`src/hdl/icsum_pkg.sv`:
```
// ----------------------------------------------------------------------------
// icsum_pkg: shared types and helpers for the internet checksum engine
// Holds the input beat record, the operation and message-kind codes, the
// status codes and the one's complement add used by the datapath.
// ----------------------------------------------------------------------------
`default_nettype none

package icsum_pkg;

    typedef enum logic {
        OP_START = 1'b0,
        OP_DATA  = 1'b1
    } t_op;

    typedef enum logic [1:0] {
        KIND_IP   = 2'd0,
        KIND_ICMP = 2'd1,
        KIND_TCP  = 2'd2,
        KIND_UDP  = 2'd3
    } t_kind;

    localparam logic STATUS_OK    = 1'b0;
    localparam logic STATUS_SHORT = 1'b1;

    typedef struct packed {
        t_op         operation;
        t_kind       message_kind;
        logic [31:0] src_addr;
        logic [31:0] dst_addr;
        logic [7:0]  protocol_number;
        logic [15:0] total_length;
        logic [15:0] data_word;
        logic        zero_word;
    } t_item;

    // One's complement add of two 16-bit words with end-around carry.
    function automatic logic [15:0] add_ones(input logic [15:0] a, input logic [15:0] b);
        logic [16:0] s;
        s = {1'b0, a} + {1'b0, b};
        return s[15:0] + {15'd0, s[16]};
    endfunction

endpackage

`default_nettype wire

```
`src/hdl/ip_icmp_tcp_udp_checksum_top.sv`:
```
// ----------------------------------------------------------------------------
// ip_icmp_tcp_udp_checksum_top: internet checksum offload engine
// Computes the one's complement checksum of IP headers, ICMP, TCP and UDP
// messages from a stream of start and 16-bit data beats.
// ----------------------------------------------------------------------------
// The block accepts one input beat every clock cycle, start beats and data
// beats alike, except while a held result is stalled on the output side.
// The beat that closes a message is held in the input register, and its
// result is then registered in the result register. The running sum is
// updated combinationally from the held beat: a 16-bit add with end-around
// carry, and on a start beat a six-word pseudo-header sum with a double
// fold, both between the input register and the state and result
// registers. A start beat gives the message kind and the IP header fields;
// for TCP and UDP the pseudo-header (source, destination, protocol and
// payload length, which is total length minus the IP header size) is added
// at once. Data beats then carry big-endian words until the byte count is
// used up: the header size for the IP header kind, the payload length for
// the others. A word flagged as the checksum field counts as zero and an
// odd last byte is padded with zero. A start beat whose total length is
// shorter than the IP header yields a result at once with checksum zero and
// status one. ICMP, TCP or UDP with an empty payload yield their result on
// the start beat. Data beats outside a message are dropped, and a start
// beat in the middle of a message abandons that message.
// ----------------------------------------------------------------------------
`default_nettype none

module ip_icmp_tcp_udp_checksum_top #(
    parameter int IP_HEADER_BYTES = 20
) (
    input  wire logic        i_clk,
    input  wire logic        i_rst_n,
    // Input channel.
    input  wire logic        i_in_valid,
    output logic             o_in_ready,
    input  wire logic        i_operation,
    input  wire logic [1:0]  i_message_kind,
    input  wire logic [31:0] i_src_addr,
    input  wire logic [31:0] i_dst_addr,
    input  wire logic [7:0]  i_protocol_number,
    input  wire logic [15:0] i_total_length,
    input  wire logic [15:0] i_data_word,
    input  wire logic        i_zero_word,
    // Result channel.
    output logic             o_out_valid,
    input  wire logic        i_out_ready,
    output logic [15:0]      o_checksum,
    output logic             o_status
);

    icsum_pkg::t_item in_item;
    icsum_pkg::t_item held_item;
    logic             held_valid;
    logic             take;

    // Gather the beat fields into one record for the input register.
    always_comb begin
        in_item.operation       = icsum_pkg::t_op'(i_operation);
        in_item.message_kind    = icsum_pkg::t_kind'(i_message_kind);
        in_item.src_addr        = i_src_addr;
        in_item.dst_addr        = i_dst_addr;
        in_item.protocol_number = i_protocol_number;
        in_item.total_length    = i_total_length;
        in_item.data_word       = i_data_word;
        in_item.zero_word       = i_zero_word;
    end

    icsum_in_stage u_in_stage (
        .i_clk   (i_clk),
        .i_rst_n (i_rst_n),
        .i_valid (i_in_valid),
        .o_ready (o_in_ready),
        .i_item  (in_item),
        .o_valid (held_valid),
        .o_item  (held_item),
        .i_take  (take)
    );

    icsum_engine #(
        .IP_HEADER_BYTES (IP_HEADER_BYTES)
    ) u_engine (
        .i_clk       (i_clk),
        .i_rst_n     (i_rst_n),
        .i_valid     (held_valid),
        .i_item      (held_item),
        .o_take      (take),
        .o_out_valid (o_out_valid),
        .i_out_ready (i_out_ready),
        .o_checksum  (o_checksum),
        .o_status    (o_status)
    );

endmodule

`default_nettype wire

```
`src/hdl/icsum_in_stage.sv`:
```
// ----------------------------------------------------------------------------
// icsum_in_stage: input register
// Captures one beat and holds it until the engine takes it; a new beat is
// accepted in the same cycle that the held one is taken.
// ----------------------------------------------------------------------------
`default_nettype none

module icsum_in_stage (
    input  wire logic             i_clk,
    input  wire logic             i_rst_n,
    input  wire logic             i_valid,
    output logic                  o_ready,
    input  wire icsum_pkg::t_item i_item,
    output logic                  o_valid,
    output icsum_pkg::t_item      o_item,
    input  wire logic             i_take
);

    logic             r_valid;
    icsum_pkg::t_item r_item;

    assign o_ready = !r_valid || i_take;
    assign o_valid = r_valid;
    assign o_item  = r_item;

    always_ff @(posedge i_clk) begin
        if (!i_rst_n) begin
            r_valid <= 1'b0;
        end else if (i_valid && o_ready) begin
            r_valid <= 1'b1;
        end else if (i_take) begin
            r_valid <= 1'b0;
        end
    end

    always_ff @(posedge i_clk) begin
        if (i_valid && o_ready) begin
            r_item <= i_item;
        end
    end

endmodule

`default_nettype wire

```
`src/hdl/icsum_engine.sv`:
```
// ----------------------------------------------------------------------------
// icsum_engine: checksum state, combinational update and result register
// Adds the pseudo-header on a start beat, folds each data word into the
// running sum and registers the complemented sum when the message ends.
// ----------------------------------------------------------------------------
`default_nettype none

module icsum_engine #(
    parameter int IP_HEADER_BYTES = 20
) (
    input  wire logic             i_clk,
    input  wire logic             i_rst_n,
    input  wire logic             i_valid,
    input  wire icsum_pkg::t_item i_item,
    output logic                  o_take,
    output logic                  o_out_valid,
    input  wire logic             i_out_ready,
    output logic [15:0]           o_checksum,
    output logic                  o_status
);

    localparam logic [15:0] HDR_BYTES = 16'(IP_HEADER_BYTES);

    logic [15:0] r_sum, n_sum;
    logic [15:0] r_left, n_left;
    logic        r_active, n_active;

    logic        r_out_valid;
    logic [15:0] r_checksum;
    logic        r_status;

    logic        res_valid;
    logic [15:0] res_checksum;
    logic        res_status;

    logic [15:0] plen;
    logic [18:0] pseudo_wide;
    logic [16:0] pseudo_fold;
    logic [15:0] pseudo_sum;
    logic [15:0] start_sum;
    logic [15:0] word;
    logic [15:0] data_sum;

    // The engine moves only when the result register can take a beat.
    assign o_take = i_valid && (!r_out_valid || i_out_ready);

    assign plen = i_item.total_length - HDR_BYTES;

    // Pseudo-header: both addresses as word pairs, protocol, payload length.
    assign pseudo_wide = 19'(i_item.src_addr[31:16]) + 19'(i_item.src_addr[15:0])
                       + 19'(i_item.dst_addr[31:16]) + 19'(i_item.dst_addr[15:0])
                       + 19'(i_item.protocol_number) + 19'(plen);
    assign pseudo_fold = 17'(pseudo_wide[15:0]) + 17'(pseudo_wide[18:16]);
    assign pseudo_sum  = pseudo_fold[15:0] + {15'd0, pseudo_fold[16]};

    assign start_sum = (i_item.message_kind == icsum_pkg::KIND_TCP ||
                        i_item.message_kind == icsum_pkg::KIND_UDP) ? pseudo_sum : 16'd0;

    // The checksum field counts as zero, and an odd last byte is padded.
    always_comb begin
        word = i_item.zero_word ? 16'd0 : i_item.data_word;
        if (r_left == 16'd1) begin
            word = {word[15:8], 8'd0};
        end
    end

    assign data_sum = icsum_pkg::add_ones(r_sum, word);

    always_comb begin
        n_sum        = r_sum;
        n_left       = r_left;
        n_active     = r_active;
        res_valid    = 1'b0;
        res_checksum = 16'd0;
        res_status   = icsum_pkg::STATUS_OK;
        unique case (i_item.operation)
            icsum_pkg::OP_START: begin
                n_sum    = 16'd0;
                n_left   = 16'd0;
                n_active = 1'b0;
                if (i_item.total_length < HDR_BYTES) begin
                    res_valid  = 1'b1;
                    res_status = icsum_pkg::STATUS_SHORT;
                end else if (i_item.message_kind == icsum_pkg::KIND_IP) begin
                    n_left   = HDR_BYTES;
                    n_active = 1'b1;
                end else if (plen == 16'd0) begin
                    res_valid    = 1'b1;
                    res_checksum = ~start_sum;
                end else begin
                    n_sum    = start_sum;
                    n_left   = plen;
                    n_active = 1'b1;
                end
            end
            icsum_pkg::OP_DATA: begin
                if (r_active) begin
                    n_sum = data_sum;
                    if (r_left <= 16'd2) begin
                        n_left       = 16'd0;
                        n_active     = 1'b0;
                        res_valid    = 1'b1;
                        res_checksum = ~data_sum;
                    end else begin
                        n_left = r_left - 16'd2;
                    end
                end
            end
            default: begin
                n_sum = r_sum;
            end
        endcase
    end

    always_ff @(posedge i_clk) begin
        if (!i_rst_n) begin
            r_sum    <= 16'd0;
            r_left   <= 16'd0;
            r_active <= 1'b0;
        end else if (o_take) begin
            r_sum    <= n_sum;
            r_left   <= n_left;
            r_active <= n_active;
        end
    end

    always_ff @(posedge i_clk) begin
        if (!i_rst_n) begin
            r_out_valid <= 1'b0;
        end else if (o_take && res_valid) begin
            r_out_valid <= 1'b1;
        end else if (i_out_ready) begin
            r_out_valid <= 1'b0;
        end
    end

    always_ff @(posedge i_clk) begin
        if (o_take && res_valid) begin
            r_checksum <= res_checksum;
            r_status   <= res_status;
        end
    end

    assign o_out_valid = r_out_valid;
    assign o_checksum  = r_checksum;
    assign o_status    = r_status;

endmodule

`default_nettype wire

```
`config.mk`:
```
export PLATFORM = sky130hd
export DESIGN_NAME = ip_icmp_tcp_udp_checksum_top
export DESIGN_NICKNAME = d
export VERILOG_FILES = /design/src/hdl/icsum_pkg.sv /design/src/hdl/ip_icmp_tcp_udp_checksum_top.sv /design/src/hdl/icsum_in_stage.sv /design/src/hdl/icsum_engine.sv
export SDC_FILE = /design/constraint.sdc
export NUM_CORES = 1
export LEC_CHECK = 0
export BUFFER_PORTS_ARGS = -buffer_cell sky130_fd_sc_hd__buf_2
export CAP_MARGIN = 0
export CORE_MARGIN = 10
export CORE_UTILIZATION = 60
export DETAILED_ROUTE_END_ITERATION = 16
export PLACE_DENSITY = 0.82
export SYNTH_ARGS = -nofsm -noshare
export SYNTH_HDL_FRONTEND = slang
export SYNTH_SLANG_ARGS = --single-unit
```
`constraint.sdc`:
```
create_clock -name i_clk -period 16.22 [get_ports i_clk]
set_input_delay 1.622 -clock i_clk [delete_from_list [all_inputs] [get_ports i_clk]]
set_output_delay 1.622 -clock i_clk [all_outputs]
set_load 0.005 [all_outputs]
```
==> After elaboration in Yosys (flattened, before gate mapping) <==
Index checks and enable logic that the tools add are counted.
{ "word_totals": {"register_bits": 160, "out_inout_bits": 19, "elab_cells": 85} }
{ "classes": {"add_sub_neg": 11, "order_cmp": 2, "eq_ne": 4, "muxes": 37, "n_bitwise": 3, "n_reduce_logical": 13} }
{ "ops": {"columns": ["cell", "count"], "rows": [
  ["$mux 16", 16],
  ["$pmux 16 s2", 3],
  ["$add 19x16->19", 3],
  ["$add 16x16->17", 2],
  ["$add 16x1->16", 2],
  ["$not 16->16", 2],
  ["$add 19x8->19", 1],
  ["$add 16x3->17", 1],
  ["$eq 16x1->1 const B", 1],
  ["$le 16x2->1 const B", 1],
  ["$logic_not 16->1", 1],
  ["$lt 16x5->1 const B", 1],
  ["$sub 16x2->16 const B", 1],
  ["$sub 16x5->16 const B", 1],
  ["$mux 1", 15],
  ["$mux 8", 1],
  ["$eq 2x2->1 const B", 2],
  ["$pmux 1 s2", 2],
  ["$reduce_bool 2->1", 2],
  ["$logic_and 1x1->1", 3],
  ["$logic_or 1x1->1", 3],
  ["$logic_not 1->1", 2],
  ["$logic_not 2->1", 1],
  ["$ne 2x1->1 const B", 1],
  ["2 further kinds", 2]
]} }

==> Longest topological paths before layout <==
Gate-level depths: netlist of the first run.
{ "logic_depth": {"ltp_word": 13, "depth_mapped": 50, "depth_no_buf": 50} }

==> Cells and area by module <==
A second synthesis of the first run with hierarchy kept.
{ "unflattened": {"hier_cells": 930, "area_unflattened_um2": 10322.4} }
{ "by_module_without_submodules": {"columns": ["mod", "n_inst", "cells_per_inst", "area_per_inst_um2", "seq_area_each_um2"], "rows": [
  ["icsum_engine", 1, 817, 7021.7, 1191.1],
  ["icsum_in_stage", 1, 113, 3300.7, 3263.1]
]} }

==> Worst setup path before layout of the first run <==
Ideal clock, no wire load.
{ "synth_timing": {"kind": "flip-flop to flip-flop", "startpoint": "register u_in_stage.r_item (netlist bit u_in_stage.o_item[73])", "endpoint": "register u_engine.r_checksum[11], in the netlist u_engine.o_checksum[11] (data pin)", "arrival_time_ns": 8.564, "slack_ns": 7.388, "path_stages_with_launch": 51, "period_less_slack_ns": 8.832, "path_cell_list": "edfxtp_1 -> ha_1 -> inv_1 -> fa_1 -> nor2b_1 -> o21ai_0 -> a21boi_0 -> o21ai_0 -> a21boi_0 -> o21ai_0 -> a21boi_0 -> o21ai_0 -> nand2b_1 -> xor2_1 -> fa_1 -> inv_1 -> fa_1 -> inv_1 -> [15 not listed] -> nor2b_1 -> o21a_1 -> nand4_1 -> inv_1 -> nand3_1 -> nor2_1 -> and3_1 -> ha_1 -> nor2b_1 -> nor2b_1 -> and4_1 -> nand2_1 -> nor4b_1 -> o21ai_0 -> xnor2_1 -> nand2_1 -> nand2_1 -> o21ai_0"} }
{ "synth_between": {"elab_chain_cells": 13} }
{ "synth_lines": {"columns": ["item", "line", "rtl"], "rows": [
  ["start: declaration", "icsum_in_stage.sv:20", "icsum_pkg::t_item r_item;"],
  ["start signal: assignment", "icsum_in_stage.sv:38", "r_item <= i_item;"],
  ["$add 16x16->17", "icsum_engine.sv:50", "assign pseudo_wide = 19'(i_item.src_addr[31:16]) + 19'(i_item.src_addr[15:0])"],
  ["$add 19x16->19 (2 in series)", "icsum_engine.sv:51", "+ 19'(i_item.dst_addr[31:16]) + 19'(i_item.dst_addr[15:0])"],
  ["$add 19x8->19", "icsum_engine.sv:52", "+ 19'(i_item.protocol_number) + 19'(plen);"],
  ["$add 19x16->19", "icsum_engine.sv:52", null],
  ["$add 16x3->17", "icsum_engine.sv:53", "assign pseudo_fold = 17'(pseudo_wide[15:0]) + 17'(pseudo_wide[18:16]);"],
  ["$add 16x1->16", "icsum_engine.sv:54", "assign pseudo_sum = pseudo_fold[15:0] + {15'd0, pseudo_fold[16]};"],
  ["$mux 16", "icsum_engine.sv:57", "i_item.message_kind == icsum_pkg::KIND_UDP) ? pseudo_sum : 16'd0;"],
  ["$not 16->16", "icsum_engine.sv:89", "res_checksum = ~start_sum;"],
  ["$mux 16", "icsum_engine.sv:87", "end else if (plen == 16'd0) begin"],
  ["$mux 16", "icsum_engine.sv:84", "end else if (i_item.message_kind == icsum_pkg::KIND_IP) begin"],
  ["$mux 16", "icsum_engine.sv:81", "if (i_item.total_length < HDR_BYTES) begin"],
  ["$pmux 16 s2", "icsum_engine.sv:76", "unique case (i_item.operation)"],
  ["named net u_engine.res_checksum[11]", "icsum_engine.sv:33", "logic [15:0] res_checksum;"],
  ["end signal: assignment", "icsum_engine.sv:139", "r_checksum <= res_checksum;"],
  ["end: declaration", "icsum_engine.sv:29", "logic [15:0] r_checksum;"]
]} }
The timed path passes the listed nets, and every way through them passes these cells.
A chain may end at the register's enable or synchronous reset.

==> Worst setup path after layout of the first run <==
Ends and elaborated chain as after synthesis.

==> results.txt, run 1 <==
Status: finished, final reports clean
Worst path arrival time: 10.28 ns
First-pass GRT wire length: 39.5 mm
Via count: 7914
Vias per inst: 5.81
Hold-fix buffers, CTS: 0
Horiz. Die Dim: 153 µm
Nets: 1349
Leak Pwr: 5.26 nW
Finished Layout Cells: 1361
RSZ-0062 raised after global routing: false
Post-CTS resize count: 0
Warning count from the yosys run: 0
Fmax: 98.8 MHz
Clock Tree Root: clkbuf_16
Synth Area in Adders: 16.5%
CP bufs+invs: 5
Minimum clock period: 10.12 ns
Gpl congestion: 0.934
Setup slack after layout: 6.10 ns
Die area: 23300 µm²
Power per cell area: 174 nW/µm²
Post-synth cell types: 80
Port Buffers: 130
Commonest cells after routing, fill and taps aside: 130 x buf_2, 125 x edfxtp_1, 104 x inv_1
Largest family of logic cells by synthesized area: adder cells
Most Crowded Layer GR: met2
Reg clk slew, reported paths: 0.06 ns
Clk_skew: 0.0103 ns
Final Cycle Share: 62.4%
Post-Route WL: 24.0 mm
Min Hold Slack: 0.515 ns
Delay-heaviest family, CP: compound AO/OA/AOI/OAI gates
Final Setup Violations: 0
Mux cell area share after synthesis: 0.414%
Starting Density: 61.1%
CP endpoint kind: flop
Slew @ Worst Pin: 1.01 ns
Simple-Gate Fraction of Synth Area: 14.1%
Vias in the first global route: 8135
Critical Path Most Common Cell: o21ai_0
Post-Syn Area: 10600 µm²
Final Slew Violations: 0
Synthesis-to-layout area growth: 13.9%
Post-Place Cells: 1329
Worst slack at placement: 6.29 ns
Largest net degree at the start of global routing: 85
GR Util met1: 26.2%
Drt drc: 0
Headroom to the max-slew limit: 32.3%
Yosys reg bits: 160
# IOs: 131
Clock sink total: 160
Kind of critical path: reg2reg
Synth async-reset ratio: 0%
Post-synthesis compound-gate area fraction: 15.2%
EDFF count, synth: 125
Antenna viol nets, final: 0
CTS tree: yes
Sequential area share after synthesis: 42.1%
GRT Residual Overflow: 0
Share of cells above drive strength 1: 16.4%
Die height: 153 µm
Hold Crit Class: reg2reg
H-tree levels: 4
Max_cap viols: 0
Worst Path Required: 16.38 ns
Antenna diodes: 0
Syn Area/Cell: 10.6 µm²
Final setup TNS: 0 ns
Final Hold Viols: 0
Met3 Use GR: 4.29%
Critical-path maximum fanout: 6
Num CTS Buffers: 17
Slowest stage delay, CP: 0.53 ns
Routing usage on met2: 34.0%
Xor/xnor cell area share of the yosys netlist: 7.13%
PnR Total Power: 2.09 mW
Crit path launch type: flop
Post-CTS Setup Bufs: 0
CTS max path bufs: 2
Gr usage total: 20.5%
WL/cell: 17.6 µm
Worst vdd ir: 0.130 mV
Mapped Cells: 994
Commonest non-fill, non-tap cell in the layout: buf_2
Antenna violations before repair: 0
Later-pin clock latency in the skew report: 0.44 ns
DRT Pass-1 Iters: 6
Core area: 17300 µm²
Final Util: 69.7%
Fin area: 12000 µm²
Ys flop type: edfxtp_1
Area of placed instances: 11400 µm²
Post-Syn Nets: 1220
Row count: 48
Dpl hpwl: 17.8 mm
CP max-delay cell: fa_1
Iteration-0 DRC Markers: 746
flip-flops by register name, indices dropped and copies added, names as in the netlist:
name / cells
u_in_stage.o_valid: 1
u_engine.o_status: 1
u_engine.r_left: 16
u_engine.o_checksum: 16
u_engine.r_active: 1
u_engine.r_sum: 16
u_engine.o_out_valid: 1
u_in_stage.o_item: 108
final timing paths:
kind / from / end / slack [ns] / cells after the start
worst max-delay path: u_in_stage.o_item[73] / u_engine.o_checksum[11] / 6.10 / 50
worst min-delay path: u_engine.r_sum[4] / u_engine.r_sum[4] / 0.52 / 1
worst max register to register: u_in_stage.o_item[73] / u_engine.o_checksum[11] / 6.10 / 50
worst min register to register: u_engine.r_sum[4] / u_engine.r_sum[4] / 0.52 / 1
cell usage after synthesis (9+ instances only):
cell / count / area share, %
a21o_1: 14 / 0.99
a21oi_1: 30 / 1.4
a22oi_1: 11 / 0.78
and2_1: 20 / 1.2
and3_1: 11 / 0.65
clkbuf_1: 20 / 0.71
dfxtp_1: 35 / 6.6
edfxtp_1: 125 / 35
fa_1: 43 / 8.1
ha_1: 71 / 8.4
inv_1: 104 / 3.7
nand2_1: 64 / 2.3
nand2b_1: 13 / 0.77
nand3_1: 23 / 1.1
nand4_1: 9 / 0.53
nor2_1: 55 / 2.0
nor2b_1: 22 / 1.3
nor3_1: 25 / 1.2
o211a_1: 20 / 1.9
o211ai_1: 16 / 1.1
o21ai_0: 54 / 2.6
or3_1: 12 / 0.71
xnor2_1: 49 / 4.1
xor2_1: 30 / 2.5
where the power goes:
part | switching [mW] | internal, mW
Clock | 0.169 | 0.242
Combinational | 0.702 | 0.501
Sequential | 0.0146 | 0.466
worst register-to-register path: cells and delay by family, from the launching register on:
family                     cells  cell delay (ns)
AOI/OAI and AO/OA             16             3.16
and+or+nand+nor               18             2.78
buffers and inverters          5             0.34
DFF                            1             0.37
xor gates and xnor gates       2             0.37
adders and majority gates      9             2.81
metal layers:
layer / share of wire, % / wire [µm] / vias to the layer above
met5: 0 / 0 / -
met2: 49 / 11800 / 274
met1: 43 / 10400 / 3764
met4: 2.2 / 527 / 0
met3: 5.4 / 1290 / 42
li1: - / - / 3834
area by class of cell:
class,count,area [µm²]
clock buffer,22,475
clock inverter,10,125
fill,1263,5250
inverter,104,390
multi-input combinational,708,5660
sequential,160,4450
tap,225,282
timing repair buffer,132,666
kinds of logic (layout without fill, tap and decap cells):
family | count (synthesis) | in the layout
compound gates | 223 | 223
xor+xnor | 82 | 82
fa+ha+maj | 114 | 114
buf+inv | 126 | 268
flops | 160 | 160
mux | 3 | 3
simple gates | 286 | 286
No activity file was read; power rests on OpenSTA's default activity.
==> run 2: changes to the inputs <==
--- a/config.mk
+++ b/config.mk
@@ -8,9 +8,9 @@
 export BUFFER_PORTS_ARGS = -buffer_cell sky130_fd_sc_hd__buf_2
 export CAP_MARGIN = 0
 export CORE_MARGIN = 10
-export CORE_UTILIZATION = 60
+export CORE_UTILIZATION = 59
 export DETAILED_ROUTE_END_ITERATION = 16
-export PLACE_DENSITY = 0.82
+export PLACE_DENSITY = 0.81
 export SYNTH_ARGS = -nofsm -noshare
 export SYNTH_HDL_FRONTEND = slang
 export SYNTH_SLANG_ARGS = --single-unit
==> constraint.sdc (replaced) <==
create_clock -name i_clk -period 10.2 [get_ports i_clk]
set_input_delay 1.02 -clock i_clk [delete_from_list [all_inputs] [get_ports i_clk]]
set_output_delay 1.02 -clock i_clk [all_outputs]
set_load 0.005 [all_outputs]
==> run 2 against run 1 <==
Against the previous run: clock skew about the same; flip-flop and latch count unchanged; maximum frequency increased by 7.9%; via count decreased by 0.85%; first-iteration DRC count decreased by 25%; die area increased by 1.5%; non-clock buffer count increased by 1; critical path depth unchanged; global-route usage decreased by 0.42 points; register-to-register slack got worse by 5.3 ns; sequential power increased by 59%; critical endpoint unchanged; largest cell class unchanged.
==> results.txt, run 2 (synthesis results as in run 1) <==
Crit path launch type: flop
Number of flip-flops in the largest register: 108 (unchanged)
Antenna violations before repair: 0 (unchanged)
Gpl congestion: 0.927 (-0.73%)
Antenna diodes: 0 (unchanged)
Clock sink total: 160 (unchanged)
DRT Pass-1 Iters: 5 (-1)
Minimum clock period: 9.38 ns (-0.742 ns)
Hold Crit Class: reg2reg
Synthesis-to-layout area growth: 14.2%
Fin area: 12100 µm² (+0.19%)
Multi-input logic area: 5670 µm² (+0.31%)
Gr usage total: 20.1% (-0.42 points)
GRT Residual Overflow: 0 (unchanged)
Core area: 17400 µm² (+0.69%)
First-pass GRT wire length: 38.9 mm (-1.7%)
Final Slew Violations: 0 (unchanged)
Vias per inst: 5.76 (-0.92%)
Vias in the first global route: 7989 (-1.8%)
Post-Route M1 WL: 10.2 mm (-2.0%)
Sequential cell area: 4450 µm² (unchanged)
Starting Density: 60.7% (-0.42 points)
Post-Route WL: 23.6 mm (-1.5%)
Via count: 7847 (-0.85%)
Final Hold Viols: 0 (unchanged)
Largest net degree at the start of global routing: 72 (-15%)
Die height: 154 µm (+0.73%)
Commonest non-fill, non-tap cell in the layout: buf_2
Port Buffers: 130 (unchanged)
Clock Tree Root: clkbuf_16
Max_cap viols: 0 (unchanged)
Worst path arrival time: 9.54 ns (-0.74 ns)
Die area: 23700 µm² (+1.5%)
Worst vdd ir: 0.278 mV (+110%)
Antenna viol nets, final: 0 (unchanged)
Row count: 48 (unchanged)
CTS max path bufs: 2 (unchanged)
Iteration-0 DRC Markers: 559 (-25%)
DR top layer: met4
Area of placed instances: 11400 µm² (unchanged)
Num CTS Buffers: 17 (unchanged)
Dpl hpwl: 17.9 mm (+0.13%)
Later-pin clock latency in the skew report: 0.44 ns (about the same)
Share of cells above drive strength 1: 16.8% (+0.43 points)
Worst Path Required: 10.37 ns (-6.01 ns)
Headroom to the max-slew limit: 40.0% (+7.6 points)
Final Cycle Share: 91.9% (+30 points)
WL/cell: 17.4 µm (-1.5%)
Critical-path maximum fanout: 5 (-1)
Kind of critical path: reg2reg
CP max-delay cell: fa_1
Leak Pwr: 5.27 nW (+0.20%)
Layout filler cell count: 1308 (+3.6%)
Final Util: 69.3% (-0.35 points)
PnR Total Power: 3.33 mW (+59%)
Horiz. Die Dim: 154 µm (+0.73%)
H-tree levels: 4 (unchanged)
Final setup TNS: 0 ns (unchanged)
# IOs: 131 (unchanged)
Clk_skew: 0.0106 ns (+0.000261 ns)
DR WL met2: 11.7 mm (-0.67%)
CTS tree: yes
Slowest stage delay, CP: 0.52 ns (about the same)
Nets: 1350 (+0.074%)
Slew @ Worst Pin: 0.878 ns (-0.137 ns)
Reg clk slew, reported paths: 0.06 ns (about the same)
Status: finished, final reports clean
Drt drc: 0 (unchanged)
Min Hold Slack: 0.510 ns (-0.00479 ns)
CP endpoint kind: flop
Fmax: 107 MHz (+7.9%)
Commonest cells after routing, fill and taps aside: 130 x buf_2, 125 x edfxtp_1, 104 x inv_1
Met3 routed WL: 1.32 mm (+1.8%)
Final Setup Violations: 0 (unchanged)
Power per cell area: 276 nW/µm² (+59%)
[run 2: cell types whose count changed in the layout (fill, tap and decap cells not counted)]
cell       before  now
clkinv_2        1    0
nor2b_2         0    1
bufinv_16       2    0
nor2b_1        22   21
o21ai_1         5    8
o21ai_0        54   51
inv_8           0    4
buf_4           2    3
clkbuf_16      18   19
clkbuf_1        3    1
nor4b_1         1    0
nor4b_4         0    1
a21boi_0        8    5
a21boi_1        0    3
[run 2: repair_timing]
| item | in CTS | in global routing |
|---|---|---|
| resized for setup | 0 | 9 |
| setup buffers | 0 | 1 |
| endpoints found under the setup margin | 0 | 19 |
| hold buffers | 0 | 0 |
[run 2: power by group]
part / switching, mW / internal [mW] / total [mW]
Combinational: 1.13 / 0.801 / 1.93
Sequential: 0.0231 / 0.741 / 0.764
Clock: 0.282 / 0.358 / 0.640
[run 2: metal layers]
metal / up-vias / global-route usage (%)
li1: 3836 / -
met1: 3771 / 25.0
met2: 208 / 33.6
met3: 32 / 5.08
met4: 0 / 6.30
met5: - / 0
[run 2: layout make-up]
cell class,count,area share (%)
Tap cell,225,2.33
Sequential cell,160,36.9
Multi-Input combinational cell,708,47.0
Timing Repair Buffer,133,5.58
Clock inverter,11,0.871
Clock buffer,21,4.08
Inverter,104,3.23
[run 2: final timing paths]
path,start,endpoint,slack [ns],cells past startpoint
worst min-delay path,u_engine.r_sum[4],u_engine.r_sum[4],0.51,1
worst max-delay path,u_in_stage.o_item[73],u_engine.o_checksum[11],0.82,50
worst min register to register,u_engine.r_sum[4],u_engine.r_sum[4],0.51,1
worst max register to register,u_in_stage.o_item[73],u_engine.o_checksum[11],0.82,50
[run 2: critical path: cells and delay by family, from the launching register on]
family	cells	cell delay, ns
adder cells (fa/ha/maj)	9	2.93
AO/OA/AOI/OAI	16	2.63
AND/OR/NAND/NOR	18	2.60
flip-flops	1	0.34
XOR/XNOR	2	0.31
buffers and inverters	5	0.30
[run 2: stage by stage]
stage	instances	setup slack, ns
after global placement	1329	0.689
after detailed placement	1329	0.329
after floorplan	994	1.37
after global routing	1362	-0.0192
after CTS	1361	0.242
final	1362	0.823
